## config.mk

```make
export PLATFORM = sky130hd
export DESIGN_NAME = proportional_text_pixel_generator
export DESIGN_NICKNAME = d
export VERILOG_FILES = /design/src/hdl/ptpg_pkg.sv /design/src/hdl/ptpg_front.sv /design/src/hdl/ptpg_queue.sv /design/src/hdl/ptpg_back.sv /design/src/hdl/proportional_text_pixel_generator.sv
export VERILOG_INCLUDE_DIRS = /design/src /design/src/hdl
export SDC_FILE = /design/constraint.sdc
export NUM_CORES = 1
export LEC_CHECK = 0
export BUFFER_PORTS_ARGS = -buffer_cell sky130_fd_sc_hd__buf_2
export CAP_MARGIN = 5
export CORE_ASPECT_RATIO = 1.2
export CORE_MARGIN = 8
export CORE_UTILIZATION = 47
export DETAILED_ROUTE_END_ITERATION = 6
export PLACE_DENSITY = 0.65
export SYNTH_ARGS = -nofsm -noshare
export SYNTH_HDL_FRONTEND = slang
export SYNTH_SLANG_ARGS = --single-unit
```

## constraint.sdc

```tcl
create_clock -name clk -period 10.6 [get_ports clk]
set_input_delay 1.06 -clock clk [delete_from_list [all_inputs] [get_ports clk]]
set_output_delay 1.06 -clock clk [all_outputs]
set_load 0.03 [all_outputs]
```

## src/hdl/assert_macros.svh

```systemverilog
// Assertion macros used by the pixel generator back end.
// Depends on nothing; the SYNTH macro empties every body.
`ifndef ASSERT_MACROS_SVH
`define ASSERT_MACROS_SVH
`ifndef SYNTH
`define PTPG_ASSERT(label, clk, rst, prop, msg) \
  label: assert property (@(posedge clk) disable iff (rst) prop) else $error(msg);
`define PTPG_NEVER(label, clk, rst, expr, msg) \
  label: assert property (@(posedge clk) disable iff (rst) !(expr)) else $error(msg);
`else
`define PTPG_ASSERT(label, clk, rst, prop, msg)
`define PTPG_NEVER(label, clk, rst, expr, msg)
`endif
`endif

```

## src/hdl/ptpg_pkg.sv

```systemverilog
// Types, constants and font tables of the proportional text pixel generator.
// Depends on nothing.
`default_nettype none
package ptpg_pkg;

  localparam int GlyphRows  = 6;
  localparam int GlyphCols  = 5;
  localparam int GlyphBits  = GlyphRows * GlyphCols;
  localparam int QueueDepth = 2;

  localparam logic [7:0] CharSpace = 8'h20;

  typedef logic [GlyphBits-1:0] glyph_t;

  typedef struct packed {
    logic [7:0] char_code;
    logic       first_char;
    logic [7:0] x_origin;
    logic [7:0] y_origin;
    logic [7:0] draw_mode;
  } in_item_t;

  typedef struct packed {
    logic [7:0] pixel_x;
    logic [7:0] pixel_y;
    logic [7:0] pixel_mode;
    logic       glyph_last;
  } out_item_t;

  // One queued glyph: bitmap plus where and how to draw it
  typedef struct packed {
    glyph_t     bitmap;
    logic [7:0] base_x;
    logic [7:0] y_origin;
    logic [7:0] draw_mode;
  } glyph_job_t;

  // Row 0 is y+1, row 5 is y-4; bit c of a row is column c
  function automatic glyph_t pack_rows(input logic [4:0] r0, input logic [4:0] r1,
                                       input logic [4:0] r2, input logic [4:0] r3,
                                       input logic [4:0] r4, input logic [4:0] r5);
    return {r5, r4, r3, r2, r1, r0};
  endfunction

  function automatic glyph_t glyph_lookup(input logic [7:0] code);
    glyph_t g;
    unique case (code)
      "A": g = pack_rows(5'h00, 5'h09, 5'h09, 5'h0F, 5'h09, 5'h06);
      "B": g = pack_rows(5'h00, 5'h07, 5'h09, 5'h07, 5'h09, 5'h07);
      "C": g = pack_rows(5'h00, 5'h0E, 5'h01, 5'h01, 5'h01, 5'h0E);
      "D": g = pack_rows(5'h00, 5'h07, 5'h09, 5'h09, 5'h09, 5'h07);
      "E": g = pack_rows(5'h00, 5'h0F, 5'h01, 5'h07, 5'h01, 5'h0F);
      "F": g = pack_rows(5'h00, 5'h01, 5'h01, 5'h07, 5'h01, 5'h0F);
      "G": g = pack_rows(5'h00, 5'h0E, 5'h09, 5'h0D, 5'h01, 5'h0E);
      "H": g = pack_rows(5'h00, 5'h09, 5'h09, 5'h0F, 5'h09, 5'h09);
      "I": g = pack_rows(5'h00, 5'h02, 5'h02, 5'h02, 5'h02, 5'h02);
      "J": g = pack_rows(5'h00, 5'h06, 5'h09, 5'h09, 5'h08, 5'h08);
      "K": g = pack_rows(5'h00, 5'h09, 5'h05, 5'h03, 5'h05, 5'h09);
      "L": g = pack_rows(5'h00, 5'h0F, 5'h01, 5'h01, 5'h01, 5'h01);
      "M": g = pack_rows(5'h00, 5'h11, 5'h11, 5'h15, 5'h1B, 5'h11);
      "N": g = pack_rows(5'h00, 5'h09, 5'h09, 5'h0D, 5'h0B, 5'h09);
      "O": g = pack_rows(5'h00, 5'h06, 5'h09, 5'h09, 5'h09, 5'h06);
      "P": g = pack_rows(5'h00, 5'h01, 5'h01, 5'h07, 5'h09, 5'h07);
      "Q": g = pack_rows(5'h00, 5'h0E, 5'h0D, 5'h09, 5'h09, 5'h06);
      "R": g = pack_rows(5'h00, 5'h09, 5'h05, 5'h07, 5'h09, 5'h07);
      "S": g = pack_rows(5'h00, 5'h07, 5'h08, 5'h06, 5'h01, 5'h0E);
      "T": g = pack_rows(5'h00, 5'h02, 5'h02, 5'h02, 5'h02, 5'h07);
      "U": g = pack_rows(5'h00, 5'h0F, 5'h09, 5'h09, 5'h09, 5'h09);
      "V": g = pack_rows(5'h00, 5'h02, 5'h05, 5'h05, 5'h05, 5'h05);
      "W": g = pack_rows(5'h00, 5'h0A, 5'h15, 5'h11, 5'h11, 5'h11);
      "X": g = pack_rows(5'h00, 5'h05, 5'h05, 5'h02, 5'h05, 5'h05);
      "Y": g = pack_rows(5'h00, 5'h02, 5'h02, 5'h07, 5'h05, 5'h05);
      "Z": g = pack_rows(5'h00, 5'h0F, 5'h02, 5'h04, 5'h08, 5'h0F);
      ".": g = pack_rows(5'h00, 5'h02, 5'h00, 5'h00, 5'h00, 5'h00);
      ",": g = pack_rows(5'h02, 5'h02, 5'h00, 5'h00, 5'h00, 5'h00);
      "!": g = pack_rows(5'h00, 5'h02, 5'h00, 5'h02, 5'h02, 5'h02);
      "?": g = pack_rows(5'h00, 5'h02, 5'h00, 5'h06, 5'h08, 5'h06);
      "*": g = pack_rows(5'h00, 5'h04, 5'h15, 5'h0E, 5'h15, 5'h04);
      "/": g = pack_rows(5'h00, 5'h01, 5'h01, 5'h02, 5'h04, 5'h00);
      "+": g = pack_rows(5'h00, 5'h04, 5'h04, 5'h1F, 5'h04, 5'h04);
      "-": g = pack_rows(5'h00, 5'h00, 5'h00, 5'h0F, 5'h00, 5'h00);
      "=": g = pack_rows(5'h00, 5'h00, 5'h0F, 5'h00, 5'h0F, 5'h00);
      ":": g = pack_rows(5'h00, 5'h00, 5'h01, 5'h00, 5'h01, 5'h00);
      "1": g = pack_rows(5'h00, 5'h08, 5'h08, 5'h0A, 5'h0C, 5'h08);
      "2": g = pack_rows(5'h00, 5'h0F, 5'h02, 5'h04, 5'h09, 5'h06);
      "3": g = pack_rows(5'h00, 5'h06, 5'h09, 5'h04, 5'h09, 5'h06);
      "4": g = pack_rows(5'h00, 5'h08, 5'h08, 5'h0F, 5'h0A, 5'h0C);
      "5": g = pack_rows(5'h00, 5'h06, 5'h09, 5'h08, 5'h07, 5'h0F);
      "6": g = pack_rows(5'h00, 5'h06, 5'h09, 5'h07, 5'h02, 5'h04);
      "7": g = pack_rows(5'h00, 5'h01, 5'h02, 5'h04, 5'h08, 5'h0F);
      "8": g = pack_rows(5'h00, 5'h06, 5'h09, 5'h06, 5'h09, 5'h06);
      "9": g = pack_rows(5'h00, 5'h02, 5'h04, 5'h0E, 5'h09, 5'h06);
      "0": g = pack_rows(5'h00, 5'h06, 5'h09, 5'h09, 5'h09, 5'h06);
      default: g = '0;
    endcase
    return g;
  endfunction

  // Advance added after a given character
  function automatic logic [2:0] step_after(input logic [7:0] code);
    logic [2:0] s;
    unique case (code)
      CharSpace:                s = 3'd2;
      "I", "!", ".", ",", ":":  s = 3'd3;
      "T", "Y":                 s = 3'd4;
      "M", "W", "+", "*":       s = 3'd6;
      default:                  s = 3'd5;
    endcase
    return s;
  endfunction

endpackage
`default_nettype wire

```

## src/hdl/ptpg_front.sv

```systemverilog
// Front end: accepts characters, tracks the x advance, looks up the glyph.
// Depends on ptpg_pkg.
`default_nettype none
module ptpg_front (
  input  wire logic                  clk,
  input  wire logic                  rst,
  input  wire logic                  in_valid,
  output logic                       in_ready,
  input  wire ptpg_pkg::in_item_t    in_item,
  input  wire logic                  q_full,
  output logic                       q_push,
  output ptpg_pkg::glyph_job_t       q_job
);

  logic [7:0]       advance_accum;
  logic [7:0]       previous_char;
  logic [7:0]       advance_next;
  logic             accept;
  ptpg_pkg::glyph_t bitmap;

  assign in_ready = !q_full;
  assign accept   = in_valid && in_ready;
  assign bitmap   = ptpg_pkg::glyph_lookup(in_item.char_code);

  always_comb begin
    if (in_item.first_char) begin
      advance_next = '0;
    end else begin
      advance_next = advance_accum + {5'd0, ptpg_pkg::step_after(previous_char)};
    end
  end

  // Drop spaces and unknown codes: nothing to draw
  assign q_push          = accept && (bitmap != '0);
  assign q_job.bitmap    = bitmap;
  assign q_job.base_x    = in_item.x_origin + advance_next;
  assign q_job.y_origin  = in_item.y_origin;
  assign q_job.draw_mode = in_item.draw_mode;

  always_ff @(posedge clk) begin
    if (rst) begin
      advance_accum <= '0;
      previous_char <= '0;
    end else if (accept) begin
      advance_accum <= advance_next;
      previous_char <= in_item.char_code;
    end
  end

endmodule
`default_nettype wire

```

## src/hdl/ptpg_queue.sv

```systemverilog
// Two-entry queue of glyph jobs between front and back.
// Depends on ptpg_pkg.
`default_nettype none
module ptpg_queue (
  input  wire logic                  clk,
  input  wire logic                  rst,
  input  wire logic                  push,
  input  wire ptpg_pkg::glyph_job_t  push_job,
  output logic                       full,
  input  wire logic                  pop,
  output logic                       not_empty,
  output ptpg_pkg::glyph_job_t       head_job
);

  localparam int PtrW = (ptpg_pkg::QueueDepth > 1) ? $clog2(ptpg_pkg::QueueDepth) : 1;
  localparam int CntW = $clog2(ptpg_pkg::QueueDepth + 1);

  ptpg_pkg::glyph_job_t mem [ptpg_pkg::QueueDepth];
  logic [PtrW-1:0] wr_ptr;
  logic [PtrW-1:0] rd_ptr;
  logic [CntW-1:0] count;

  assign full      = (count == CntW'(ptpg_pkg::QueueDepth));
  assign not_empty = (count != '0);
  assign head_job  = mem[rd_ptr];

  function automatic logic [PtrW-1:0] ptr_inc(input logic [PtrW-1:0] p);
    return (p == PtrW'(ptpg_pkg::QueueDepth - 1)) ? '0 : p + 1'b1;
  endfunction

  always_ff @(posedge clk) begin
    if (push) begin
      mem[wr_ptr] <= push_job;
    end
  end

  always_ff @(posedge clk) begin
    if (rst) begin
      wr_ptr <= '0;
      rd_ptr <= '0;
      count  <= '0;
    end else begin
      if (push) begin
        wr_ptr <= ptr_inc(wr_ptr);
      end
      if (pop) begin
        rd_ptr <= ptr_inc(rd_ptr);
      end
      unique case ({push, pop})
        2'b10:   count <= count + 1'b1;
        2'b01:   count <= count - 1'b1;
        default: count <= count;
      endcase
    end
  end

endmodule
`default_nettype wire

```

## src/hdl/ptpg_back.sv

```systemverilog
// Back end: walks a glyph bitmap and emits one pixel write per cycle unless the output stalls.
// Depends on ptpg_pkg and assert_macros.svh.
`default_nettype none
`include "assert_macros.svh"
module ptpg_back (
  input  wire logic                  clk,
  input  wire logic                  rst,
  input  wire logic                  q_not_empty,
  input  wire ptpg_pkg::glyph_job_t  q_job,
  output logic                       q_pop,
  output logic                       out_valid,
  input  wire logic                  out_ready,
  output ptpg_pkg::out_item_t        out_item
);

  localparam int Rows = ptpg_pkg::GlyphRows;
  localparam int Cols = ptpg_pkg::GlyphCols;

  logic                 busy;
  ptpg_pkg::glyph_t     bits;
  ptpg_pkg::glyph_t     bits_next;
  ptpg_pkg::glyph_t     low_bit;
  logic [7:0]           base_x;
  logic [7:0]           y_origin;
  logic [7:0]           draw_mode;
  logic [Rows-1:0]      row_hit;
  logic [Cols-1:0]      col_hit;
  logic [2:0]           row_idx;
  logic [2:0]           col_idx;
  logic                 out_free;
  logic                 emit;

  // Isolate the lowest set bit: first pixel in descending y, ascending x
  assign low_bit   = bits & (~bits + 1'b1);
  assign bits_next = bits & ~low_bit;

  always_comb begin
    row_hit = '0;
    col_hit = '0;
    row_idx = '0;
    col_idx = '0;
    for (int r = 0; r < Rows; r++) begin
      row_hit[r] = |low_bit[r*Cols +: Cols];
      for (int c = 0; c < Cols; c++) begin
        col_hit[c] = col_hit[c] | low_bit[r*Cols + c];
      end
    end
    for (int r = 0; r < Rows; r++) begin
      if (row_hit[r]) row_idx = row_idx | 3'(r);
    end
    for (int c = 0; c < Cols; c++) begin
      if (col_hit[c]) col_idx = col_idx | 3'(c);
    end
  end

  assign out_free = !out_valid || out_ready;
  assign emit     = busy && out_free;
  assign q_pop    = !busy && q_not_empty;

  always_ff @(posedge clk) begin
    if (q_pop) begin
      base_x    <= q_job.base_x;
      y_origin  <= q_job.y_origin;
      draw_mode <= q_job.draw_mode;
    end
    if (q_pop) begin
      bits <= q_job.bitmap;
    end else if (emit) begin
      bits <= bits_next;
    end
    if (emit) begin
      out_item.pixel_x    <= base_x + {5'd0, col_idx};
      out_item.pixel_y    <= y_origin + 8'd1 - {5'd0, row_idx};
      out_item.pixel_mode <= draw_mode;
      out_item.glyph_last <= (bits_next == '0);
    end
  end

  always_ff @(posedge clk) begin
    if (rst) begin
      busy      <= 1'b0;
      out_valid <= 1'b0;
    end else begin
      if (q_pop) begin
        busy <= 1'b1;
      end else if (emit && (bits_next == '0)) begin
        busy <= 1'b0;
      end
      if (emit) begin
        out_valid <= 1'b1;
      end else if (out_ready) begin
        out_valid <= 1'b0;
      end
    end
  end

  `PTPG_ASSERT(a_busy_has_pixels, clk, rst, busy |-> (bits != '0), "busy with empty bitmap")
  `PTPG_NEVER(a_pop_while_busy, clk, rst, q_pop && busy, "job taken while drawing")
  `PTPG_ASSERT(a_last_ends_job, clk, rst, (emit && (bits_next == '0)) |=> (!busy && out_item.glyph_last), "last pixel did not end job")
  `PTPG_ASSERT(a_one_hot_pixel, clk, rst, busy |-> ($onehot(row_hit) && $onehot(col_hit)), "pixel select not one-hot")

endmodule
`default_nettype wire

```

## src/hdl/proportional_text_pixel_generator.sv

```systemverilog
// Top level of the proportional text pixel generator.
// Depends on ptpg_pkg, ptpg_front, ptpg_queue, ptpg_back.
//
//   Channel | Handshake           | Payload
//   --------+---------------------+----------------------------------------
//   in      | in_valid, in_ready  | in_item: char, first flag, origin, mode
//   out     | out_valid, out_ready| out_item: pixel x, y, mode, last flag
//
// In the back end a character with n lit pixels first takes a load step, the
// glyph moved from the queue, then yields its n pixels, one per cycle, from the
// bitmap walker while the output is not stalled; the largest glyph has 13 pixels.
// Spaces and unknown codes are accepted at the front and yield no transfer.
// The front accepts while the two-entry glyph queue has room, so it runs ahead
// of the back end; an output stall holds the walker and then fills the queue.
// Reset (rst, synchronous) clears the advance, the previous character, the
// queue pointers and the output valid.
`default_nettype none
module proportional_text_pixel_generator (
  input  wire logic                clk,
  input  wire logic                rst,
  input  wire logic                in_valid,
  output logic                     in_ready,
  input  wire ptpg_pkg::in_item_t  in_item,
  output logic                     out_valid,
  input  wire logic                out_ready,
  output ptpg_pkg::out_item_t      out_item
);

  ptpg_pkg::glyph_job_t push_job;
  ptpg_pkg::glyph_job_t head_job;
  logic                 q_push;
  logic                 q_full;
  logic                 q_pop;
  logic                 q_not_empty;

  // Front: advance tracking and glyph lookup; push drawable characters
  ptpg_front u_front (
    .clk      (clk),
    .rst      (rst),
    .in_valid (in_valid),
    .in_ready (in_ready),
    .in_item  (in_item),
    .q_full   (q_full),
    .q_push   (q_push),
    .q_job    (push_job)
  );

  // Queue: decouple lookup from pixel emission
  ptpg_queue u_queue (
    .clk       (clk),
    .rst       (rst),
    .push      (q_push),
    .push_job  (push_job),
    .full      (q_full),
    .pop       (q_pop),
    .not_empty (q_not_empty),
    .head_job  (head_job)
  );

  // Back: walk the bitmap, one pixel transfer per cycle unless the output stalls
  ptpg_back u_back (
    .clk         (clk),
    .rst         (rst),
    .q_not_empty (q_not_empty),
    .q_job       (head_job),
    .q_pop       (q_pop),
    .out_valid   (out_valid),
    .out_ready   (out_ready),
    .out_item    (out_item)
  );

endmodule
`default_nettype wire
```

; Word level (Yosys, flattened, before mapping)
; Memories as Yosys holds them, arrays and structs flattened. A register that Yosys moved wholly into a read port is not among the register bits.
; Cells that the tools add are included.
[word_totals]
in_bits = 37
regBits = 101
out_inout_bits = 27
wordCells = 116
ramBits = 108
rom_bits = 3328
n_memories = 2
[op_classes]
addsub = 10
n_mux = 26
n_eq_ne = 15
bitwise = 24
n_reduce_logical = 24
[memory_table]
columns = name, words, word_bits, rd, rd_clocked_by_memory_dff, write_ports, line
row1 = (name not given), 128, 26, 1, 0, 0, ptpg_pkg.sv:47  ; unique case (code)
row2 = u_queue.mem, 2, 54, 1, 1, 1, ptpg_queue.sv:18  ; ptpg_pkg::glyph_job_t mem [ptpg_pkg::QueueDepth];
[op_table]
columns = operator, count
row1 = two-way mux 30 bit, 3
row2 = bitwise AND 30 bit, 2
row3 = inverter 30 bit, 2
row4 = equality test 8 x 6 -> 1 bit (second input constant), 7
row5 = equality test 8 x 7 -> 1 bit (second input constant), 5
row6 = adder 30 x 1 -> 30 bit (second input constant), 1
row7 = zero test 30 bit, 1
row8 = nonzero test 30 bit, 1
row9 = OR reduction 5 bit, 6
row10 = OR 1 bit, 20
row11 = adder 8 x 3 -> 8 bit, 2
row12 = two-way mux 1 bit, 12
row13 = two-way mux 3 bit, 4
row14 = one-hot mux 3 bit (4 select lines), 1
row15 = nonzero test 2 bit, 5
row16 = adder 8 x 1 -> 8 bit (second input constant), 1
row17 = adder 8 bit, 1
row18 = two-way mux 2 bit, 4
row19 = two-way mux 8 bit, 1
row20 = subtractor 8 x 3 -> 8 bit, 1
row21 = logical AND 1 bit, 5
row22 = equality test 2 bit (second input constant), 2
row23 = one-hot mux 2 bit (2 select lines), 1
row24 = OR reduction 4 bit, 1
row25 = 7 further kinds, 10

; Depth between registers and ports, before layout
; Gate-level depths: netlist of the first run.
[logic_depth]
depth_word = 13
mapped_depth = 21
mapped_depth_nobuf = 21

; Modules after synthesis
; From an unflattened synthesis of the first run, not the netlist that was laid out.
[hier_totals]
cells_unflattened = 1014
area_unflattened_um2 = 11387.2
[by_module_without_submodules]
columns = module, instances, cells_per_inst, area_each_um2, seq_area_each_um2
row1 = ptpg_queue, 1, 190, 4098.9, 3343.2
row2 = ptpg_back, 1, 356, 4080.2, 2412.3
row3 = ptpg_front, 1, 468, 3208.1, 320.3

; Worst setup path after synthesis of the first run
; No wires, ideal clock.
[synth_timing]
path_kind = input to register
startpoint = in in_item[26] (netlist bit)
endpoint = mem u_queue.mem[0][0] (netlist bit) (enable)
t_required_ns = 10.144
path_slack_ns = 4.925
n_path_buf = 2
path_stages = 12
t_arrival_ns = 5.219
setup_ns = 0.456
cell_sequence = clkbuf_1 inv_1 ha_1 clkbuf_1 mux2i_1 nor2_1 or3_1 a221oi_1 nor4_1 nand3_1 o21ai_1 nor2_1
[synth_lines]
columns = item, line
row1 = "start, declared", proportional_text_pixel_generator.sv:23  ; input wire ptpg_pkg::in_item_t in_item,
row2 = "end, declared", ptpg_queue.sv:18

==> results.json, run 1 <==
{
  "root_buffer": "clkbuf_16",
  "syn_inst": 962,
  "grt_use_met2_pct": 31.86,
  "numClockSinks": 199,
  "synthFlopType": "edfxtp_1",
  "final_core_util_pct": 52.89,
  "worstSetupStartpointType": "input pin",
  "p_per_area_nw_per_um2": 251.9,
  "ys_seq_area_share_pct": 53.87,
  "critPathLaunch": "in_item[26]",
  "leakage_nw": 4.278,
  "overflow": 0,
  "max-clock-path-buffers": 2,
  "syn-num-nets": 1034,
  "rr_worst_depth": 18,
  "drt_first_pass_iters": 5,
  "fillers": 1961,
  "worst_pin_slew_ns": 0.9911,
  "max_freq_mhz": 204.2,
  "die_h_um": 181.0,
  "fp.dieW_um": 153.5,
  "synth-seq-cells": 199,
  "setup_viol": 0,
  "floorplan.initialDensity_pct": 47.68,
  "post_cts_resized": 0,
  "hpwl_um": 17950,
  "hold_path_end": "u_back.out_item[5]",
  "arrival_ns": 5.25,
  "postRouteWirelength_um": 25020,
  "core_area_um2": 22370,
  "ios": 64,
  "power_frac_clock_pct": 22.5,
  "gp_congestion": 0.9441,
  "layout_min_cycle_time_ns": 4.896,
  "worst_skew_pair.late_latency_ns": 0.43,
  "required_ns": 10.96,
  "vias": 7608,
  "grt_pass1_wl_um": 40020,
  "final_nets": 1068,
  "diodes": 0,
  "synth_area_per_cell_um2": 11.09,
  "slew_headroom_pct": 33.85,
  "timing.final.crit_share_pct": 46.19,
  "grtUsageMet3_pct": 3.151,
  "tns_ns": 0,
  "drive_above_1_share_pct": 15.46,
  "switching_share_pct": 36.12,
  "mostFrequentLayoutCell": "edfxtp_1",
  "antenna_found_initial": 0,
  "rrSetupSlack_ns": 6.07,
  "rsz0062_at_grt": "false",
  "path_cells": "buf_2 > inv_1 > ha_1 > nor2b_1 > a21o_1 > a221oi_1 > a221oi_1 > nor4b_1 > nand4_1 > o21ai_1 > ha_1 > or3_1 > a21oi_1",
  "final_max_slew_viol_count": 0,
  "slowest_delay_ns": 0.66,
  "synth_edf_count": 176,
  "hold_start": "u_back.draw_mode[4]",
  "syn2layout_area_growth_pct": 10.93,
  "pwr-share-comb_pct": 31.0,
  "status": "complete, no violations",
  "port_buffers": 63,
  "p_int_mw": 1.904,
  "drtIter0Drc": 573,
  "fp.dieArea_um2": 27790,
  "final_cell_mix": "edfxtp_1, nand2_1, a21oi_1",
  "hold_buffers": 0,
  "viasPerCell": 5.907,
  "ir_drop_mv": 0.1438,
  "drt.antenna.violating_nets": 0,
  "path_max_fanout": 22,
  "min_path_cells": 0,
  "wl_per_cell_um": 19.43,
  "grtUsageMet1_pct": 20.56,
  "num_rows": 60,
  "r2r-end": "u_queue.mem[0][23]",
  "final.setup_skew_ns": 0.01373,
  "grt.busiest_layer": "met2",
  "hold_viol": 0,
  "cts_max_level": 4,
  "power.switching_mw": 1.077,
  "holdCritPathClass": "reg2reg",
  "cts_setup_buffers": 0,
  "yosysWarnings": 0,
  "fin_area_um2": 11830,
  "drc": 0,
  "drv_cap": 0,
  "grt_pass1_vias": 7454,
  "pwr-share-seq_pct": 46.4,
  "end_kind": "register",
  "synthArstFlopShare_pct": 0,
  "slowest_stage": "ha_1",
  "syn_area_um2": 10670,
  "placed_area_um2": 11190,
  "r2r_start": "u_front.previous_char[7]",
  "grt_use_total_pct": 18.08,
  "cts_tree": "yes",
  "grt_max_degree": 64,
  "numCtsBuffers": 17,
  "clkSlewWorstSetupHoldPaths_ns": 0.08,
  "path_class": "in2reg",
  "synth_cell_types": 80
}
==> area by class of cell <==
type | count | area [µm²] | share of cell area (%)
Clock buffer | 17 | 425.4 | 3.595
Clock inverter | 15 | 217.7 | 1.840
Inverter | 34 | 127.6 | 1.079
Multi-Input combinational cell | 671 | 4576 | 38.67
Sequential cell | 199 | 5747 | 48.57
Tap cell | 279 | 349.1 | 2.950
Timing Repair Buffer | 73 | 390.4 | 3.299
==> Yosys cell counts, types with 7 or more instances <==
master / instances / area, µm²
o21ai_0: 45 / 225.2
nor2b_1: 27 / 168.9
mux2i_1: 30 / 300.3
nor2_1: 55 / 206.5
and3_1: 8 / 50.05
or3_1: 8 / 50.05
edfxtp_1: 176 / 5285
o211ai_1: 13 / 97.59
dfxtp_1: 23 / 460.4
ha_1: 31 / 387.9
buf_2: 15 / 75.07
xnor2_1: 21 / 183.9
clkbuf_1: 38 / 142.6
nand2_1: 85 / 319.1
mux2_2: 27 / 304.0
nand3_1: 27 / 135.1
xor2_1: 8 / 70.07
a21o_1: 11 / 82.58
inv_1: 33 / 123.9
a21oi_1: 69 / 345.3
a221oi_1: 7 / 61.31
nor3_1: 21 / 105.1
o22ai_1: 16 / 100.1
nand2b_1: 30 / 187.7
==> critical path, delay by kind of cell <==
family                     cells  cell delay (ns)
AOI/OAI and AO/OA              5             1.22
buffers and inverters          2             0.63
adders and majority gates      2             1.01
and+or+nand+nor                4             1.32
==> state kept, by name, summed over array words and instances, names as in the netlist, named ones only <==
register / cells
u_back.out_item: 25
u_back.draw_mode: 8
u_back.y_origin: 8
u_back.base_x: 8
u_queue.mem: 98
u_queue.wr_ptr: 1
u_front.previous_char: 8
u_back.out_valid: 1
u_back.busy: 1
u_queue.count: 2
u_back.bits: 29
u_queue.rd_ptr: 1
u_front.advance_accum: 8
==> cell families after synthesis <==
family	count (synthesis)	synth area share, %
buf+inv	92	3.484
compound gates	238	14.53
mux	57	5.666
xor+xnor	29	2.381
fa+ha+maj	39	4.762
flops	199	53.87
simple gates	308	15.31
==> layer usage <==
layer | vias up | wire, µm
li1 | 3678 | -
met4 | 0 | 1005
met3 | 63 | 1073
met5 | - | 0
met2 | 230 | 12720
met1 | 3637 | 10220
==> worst max-delay path by stage <==
stage	slack (ns)	to
after global placement	5.48	u_queue.count[1]
final	5.70	u_queue.count[1]
after detailed placement	5.39	u_queue.count[1]
after CTS	5.82	u_queue.count[1]
after global routing	5.44	u_queue.count[1]
after floorplan	4.92	u_queue.mem[0][0]
==> power groups by stage <==
| stage | Clock [mW] | Combinational [mW] | Sequential, mW |
|---|---|---|---|
| floorplan | 0 | 0.646 | 1.42 |
| global route | 0.722 | 1.02 | 1.41 |
| CTS | 0.688 | 0.939 | 1.38 |
| finish | 0.672 | 0.926 | 1.38 |
| detailed placement | 0 | 0.935 | 1.40 |
| global placement | 0 | 0.924 | 1.39 |
==> per-stage QoR <==
step                      power, mW  instances  setup slack, ns  hold slack, ns
after CTS                     3.008       1288            5.821          0.4224
after floorplan               2.064        962            4.925          0.4003
after detailed placement      2.334       1256            5.387          0.4045
after global placement        2.316       1256            5.483          0.4018
final                         2.981       1288            5.704          0.4206
after global routing          3.158       1288            5.445          0.4277
No activity file was read; power rests on OpenSTA's default activity.
==> inputs of run 2 (changes only) <==
- PLACE_DENSITY: 0.65 -> 0.68
- clock period: 10.6 -> 4.35 ns (I/O delays scaled with it)
==> results.json, run 2 (synthesized netlist as in run 1, its figures left out) <==
{
  "overflow": 0,
  "setup_viol": 0,
  "final_nets": 1104,
  "arrival_ns": 4.31,
  "slew_headroom_pct": 27.98,
  "postRouteWirelength_um": 25240,
  "worst_pin_slew_ns": 1.079,
  "finalNonFillerCells": 1324,
  "wl_per_cell_um": 19.06,
  "largest-register": "u_queue.mem",
  "die_h_um": 181.0,
  "worst_skew_pair.late_latency_ns": 0.45,
  "core_area_um2": 22370,
  "slowest_delay_ns": 0.51,
  "hpwl_um": 17930,
  "required_ns": 4.56,
  "drt_first_pass_iters": 6,
  "post-place-cells": 1286,
  "final_cell_mix": "edfxtp_1, nand2_1, a21oi_1",
  "placed_area_um2": 11460,
  "p_per_area_nw_per_um2": 603.6,
  "numCtsBuffers": 17,
  "max-clock-path-buffers": 2,
  "num_rows": 60,
  "diodes": 0,
  "fillers": 1937,
  "hold_buffers": 0,
  "fp.dieArea_um2": 27790,
  "gp_congestion": 1.043,
  "cts_max_level": 4,
  "largest_reg_flops": 98,
  "rr_worst_depth": 15,
  "mostFrequentLayoutCell": "edfxtp_1",
  "multiInputGateArea_um2": 4606,
  "fin_area_um2": 12150,
  "drc": 0,
  "fp.dieW_um": 153.5,
  "power_mw": 7.334,
  "rrSetupSlack_ns": 0.25,
  "path_class": "reg2reg",
  "grt_use_total_pct": 18.09,
  "drv_cap": 0,
  "holdWs_ns": 0.1690,
  "max_freq_mhz": 243.9,
  "root_buffer": "clkbuf_16",
  "vias": 7821,
  "leakage_nw": 4.460,
  "end_kind": "register",
  "drtIter0Drc": 781,
  "critPathLaunch": "u_back.bits[8]",
  "final.setup_skew_ns": 0.01659,
  "grt_pass1_wl_um": 40420,
  "drive_above_1_share_pct": 18.66,
  "numClockSinks": 199,
  "holdCritPathClass": "in2reg",
  "viasPerCell": 5.907,
  "layout_min_cycle_time_ns": 4.100,
  "path_max_fanout": 8,
  "status": "complete, no violations",
  "timing.final.crit_share_pct": 94.25,
  "final_max_slew_viol_count": 0,
  "slowest_stage": "edfxtp_1",
  "worstSetupStartpointType": "register",
  "r2r_start": "u_back.bits[8]",
  "r2r-end": "u_back.out_item[16]",
  "top_regs": "u_queue.mem x98, u_back.bits x29, u_back.out_item x25",
  "port_buffers": 63,
  "floorplan.initialDensity_pct": 47.68,
  "seq_area_um2": 5747,
  "clkSlewWorstSetupHoldPaths_ns": 0.08,
  "drt.antenna.violating_nets": 0,
  "hold_viol": 0,
  "grt_pass1_vias": 7648,
  "ios": 64,
  "syn2layout_area_growth_pct": 13.90,
  "cts_tree": "yes",
  "grt_max_degree": 58,
  "antenna_found_initial": 0,
  "ir_drop_mv": 0.3395,
  "path_cells": "nor4_4 > nand4_2 > nand3b_4 > or4_4 > o32a_1 > and3_1 > ha_1 > inv_1 > fa_1 > inv_1 > a21o_1 > a21oi_1 > o21bai_1 > a21oi_1 > xnor2_1",
  "worstSetupEndpoint": "u_back.out_item[16]"
}
## run 2: cell count changes in the layout (fill, tap and decap cells not counted), sizes merged
cell and delta:
clkinv +2, buf +36, bufinv -1, inv -1
## run 2: repair_timing
item,CTS,global route
gates resized for setup,1,6
buffers inserted,0,6
endpoints found under the setup margin,2,4
pin swaps,0,4
## run 2: power breakdown
group          switching (mW)  internal (mW)
combinational            1.41          0.955
clock                   0.789          0.781
sequential              0.470           2.93
## run 2: cell type report
class / count / share of cell area [%]
clock buffer: 17 / 3.502
clock inverter: 15 / 1.514
inverter: 34 / 1.050
multi-input combinational: 671 / 37.91
sequential: 199 / 47.30
tap: 279 / 2.873
timing repair buffer: 109 / 5.850
## run 2: critical path: cells and delay by family, from the launching register on
kind,cells,cell delay [ns]
and+or+nand+nor,5,1.55
xor gates and xnor gates,1,0.12
AOI/OAI and AO/OA,5,0.77
DFF,1,0.51
adders and majority gates,2,0.77
buffers and inverters,2,0.14
## run 2: per-stage QoR
step / setup WS (ns) / util [%] / setup TNS (ns)
6_report: 0.2501 / 54.31 / 0
4_1_cts: 0.03868 / 53.99 / 0
5_1_grt: -0.006548 / 54.31 / -0.01277
3_3_place_gp: 0.1015 / 51.25 / 0
3_5_place_dp: 0.001691 / 51.25 / 0
2_1_floorplan: -0.7000 / - / -68.60
## run 2: metal layers
layer	GRT usage [%]	part of all wire, %
met1	21.95	41
met2	30.06	48
met3	3.390	5.9
met4	9.737	4.2
met5	0	0
## run 2: worst min-delay path by stage
stage                              startpoint            endpoint  slack (ns)  depth (start not counted)
final                             in_item[15]  u_queue.mem[1][15]        0.17                          1
after CTS                         in_item[15]  u_queue.mem[1][15]        0.16                          1
after floorplan           u_back.draw_mode[0]  u_back.out_item[1]        0.40                          0
after global routing              in_item[15]  u_queue.mem[0][15]        0.15                          1
after detailed placement  u_back.draw_mode[0]  u_back.out_item[1]        0.41                          0
after global placement    u_back.draw_mode[1]  u_back.out_item[2]        0.40                          0
==> inputs of run 3 (changes only) <==
- ABC_CLOCK_PERIOD_IN_PS: not set -> 4350
- REMOVE_ABC_BUFFERS: not set -> 1
==> results.json, run 3 (synthesized netlist as in run 1, its figures left out) <==
{
  "overflow": 0,
  "cp_top_family": "simple AND/OR/NAND/NOR gates",
  "arrival_ns": 4.32,
  "grtUsageMet1_pct": 21.19,
  "root_buffer": "clkbuf_16",
  "path_max_fanout": 8,
  "slew_headroom_pct": 30.66,
  "cts_max_level": 4,
  "end_kind": "register",
  "ios": 64,
  "floorplan.initialDensity_pct": 47.68,
  "slowest_delay_ns": 0.51,
  "syn2layout_area_growth_pct": 13.98,
  "ir_drop_mv": 0.3460,
  "fillers": 1977,
  "required_ns": 4.55,
  "finalNonFillerCells": 1320,
  "rsz0062_at_grt": "false",
  "rrSetupSlack_ns": 0.23,
  "drv_cap": 0,
  "grt.busiest_layer": "met2",
  "numClockSinks": 199,
  "layout_min_cycle_time_ns": 4.116,
  "slowest_stage": "or4_4",
  "min_path_cells": 1,
  "max_freq_mhz": 243.0,
  "drc": 0,
  "core_area_um2": 22370,
  "drt.antenna.violating_nets": 0,
  "clkSlewWorstSetupHoldPaths_ns": 0.09,
  "leakage_nw": 4.459,
  "vias": 7710,
  "critical_path_depth": 15,
  "worst_pin_slew_ns": 1.039,
  "final.setup_skew_ns": 0.01017,
  "gp_congestion": 0.9897,
  "drt_first_pass_iters": 6,
  "seq_area_um2": 5748,
  "grt_max_degree": 58,
  "diodes": 0,
  "grt_use_total_pct": 17.93,
  "worstSetupStartpointType": "register",
  "viasPerCell": 5.841,
  "hold_viol": 0,
  "setup_viol": 0,
  "fp.dieW_um": 153.5,
  "top_regs": "u_queue.mem x98, u_back.bits x29, u_back.out_item x25",
  "grt_pass1_vias": 7535,
  "post-place-cells": 1280,
  "port_buffers": 63,
  "rr_worst_depth": 15,
  "final_max_slew_viol_count": 0,
  "grtUsageMet3_pct": 3.223,
  "drive_above_1_share_pct": 18.64,
  "placed_area_um2": 11420,
  "wl_per_cell_um": 18.99,
  "largest_reg_flops": 98,
  "final_nets": 1100,
  "cts_tree": "yes",
  "largest-register": "u_queue.mem",
  "die_h_um": 181.0,
  "final_core_util_pct": 54.35,
  "hold_buffers": 0,
  "path_class": "reg2reg",
  "multiInputGateArea_um2": 4608,
  "worst-path-buf-inv": 2,
  "grt_pass1_wl_um": 39800,
  "numCtsBuffers": 17,
  "path_cells": "nor4_4 > nand4_2 > nand3b_4 > or4_4 > o32a_1 > and3_1 > ha_1 > inv_1 > fa_1 > inv_1 > a21o_1 > a21oi_1 > o21bai_1 > a21oi_1 > xnor2_1",
  "fp.dieArea_um2": 27790,
  "antenna_found_initial": 0,
  "p_per_area_nw_per_um2": 610.5,
  "fin_area_um2": 12160,
  "mostFrequentLayoutCell": "edfxtp_1",
  "timing.final.crit_share_pct": 94.62,
  "status": "complete, no violations",
  "hpwl_um": 17500,
  "drtIter0Drc": 518,
  "worst_skew_pair.late_latency_ns": 0.45,
  "postRouteWirelength_um": 25070,
  "max-clock-path-buffers": 2,
  "final_cell_mix": "edfxtp_1, nand2_1, a21oi_1",
  "num_rows": 60,
  "holdCritPathClass": "in2reg",
  "grt_use_met2_pct": 30.75
}
run 3: changes by cell type in the layout (fill, tap and decap cells not counted), sizes merged:
| cell | before | now |
|---|---|---|
| buf | 109 | 105 |
| clkinv | 9 | 5 |
| inv | 40 | 44 |
run 3: routing by layer:
layer	part of all wire, %	vias up
li1	-	3735
met1	42	3710
met2	50	205
met3	3.8	60
met4	3.7	0
met5	0	-
run 3: layout make-up:
type,instances,area share [%]
Sequential cell,199,47.28
Tap cell,279,2.871
Inverter,34,1.050
Multi-Input combinational cell,671,37.90
Clock inverter,15,1.801
Clock buffer,17,3.499
Timing Repair Buffer,105,5.598
run 3: timing repair:
| item | CTS | global route |
|---|---|---|
| buffers inserted | 0 | 8 |
| pin swaps | 0 | 4 |
| gates cloned | 0 | 0 |
| setup endpoints to repair | 2 | 3 |
| gates resized for setup | 1 | 7 |
run 3: final timing paths:
kind,from,end
max,u_back.bits[13],u_back.out_item[16]
min,in_item[0],u_queue.mem[1][0]
max reg2reg,u_back.bits[13],u_back.out_item[16]
min reg2reg,u_back.draw_mode[7],u_back.out_item[8]
run 3: through the flow:
stage	hold WS [ns]	total power [mW]	TNS (ns)	worst slack, ns
after floorplan	0.4003	4.992	-78.30	-1.350
after global placement	0.4041	5.710	0	0.08336
after detailed placement	0.4045	5.768	-0.06453	-0.03227
after CTS	0.1454	7.440	0	0.005347
after global routing	0.1504	7.852	0	0.01037
final	0.1658	7.422	0	0.2342
run 3: power breakdown:
group	switching [mW]	total [mW]	internal [mW]
clock	0.848	1.66	0.814
sequential	0.469	3.40	2.93
combinational	1.41	2.36	0.954
total	2.72	7.42	4.70
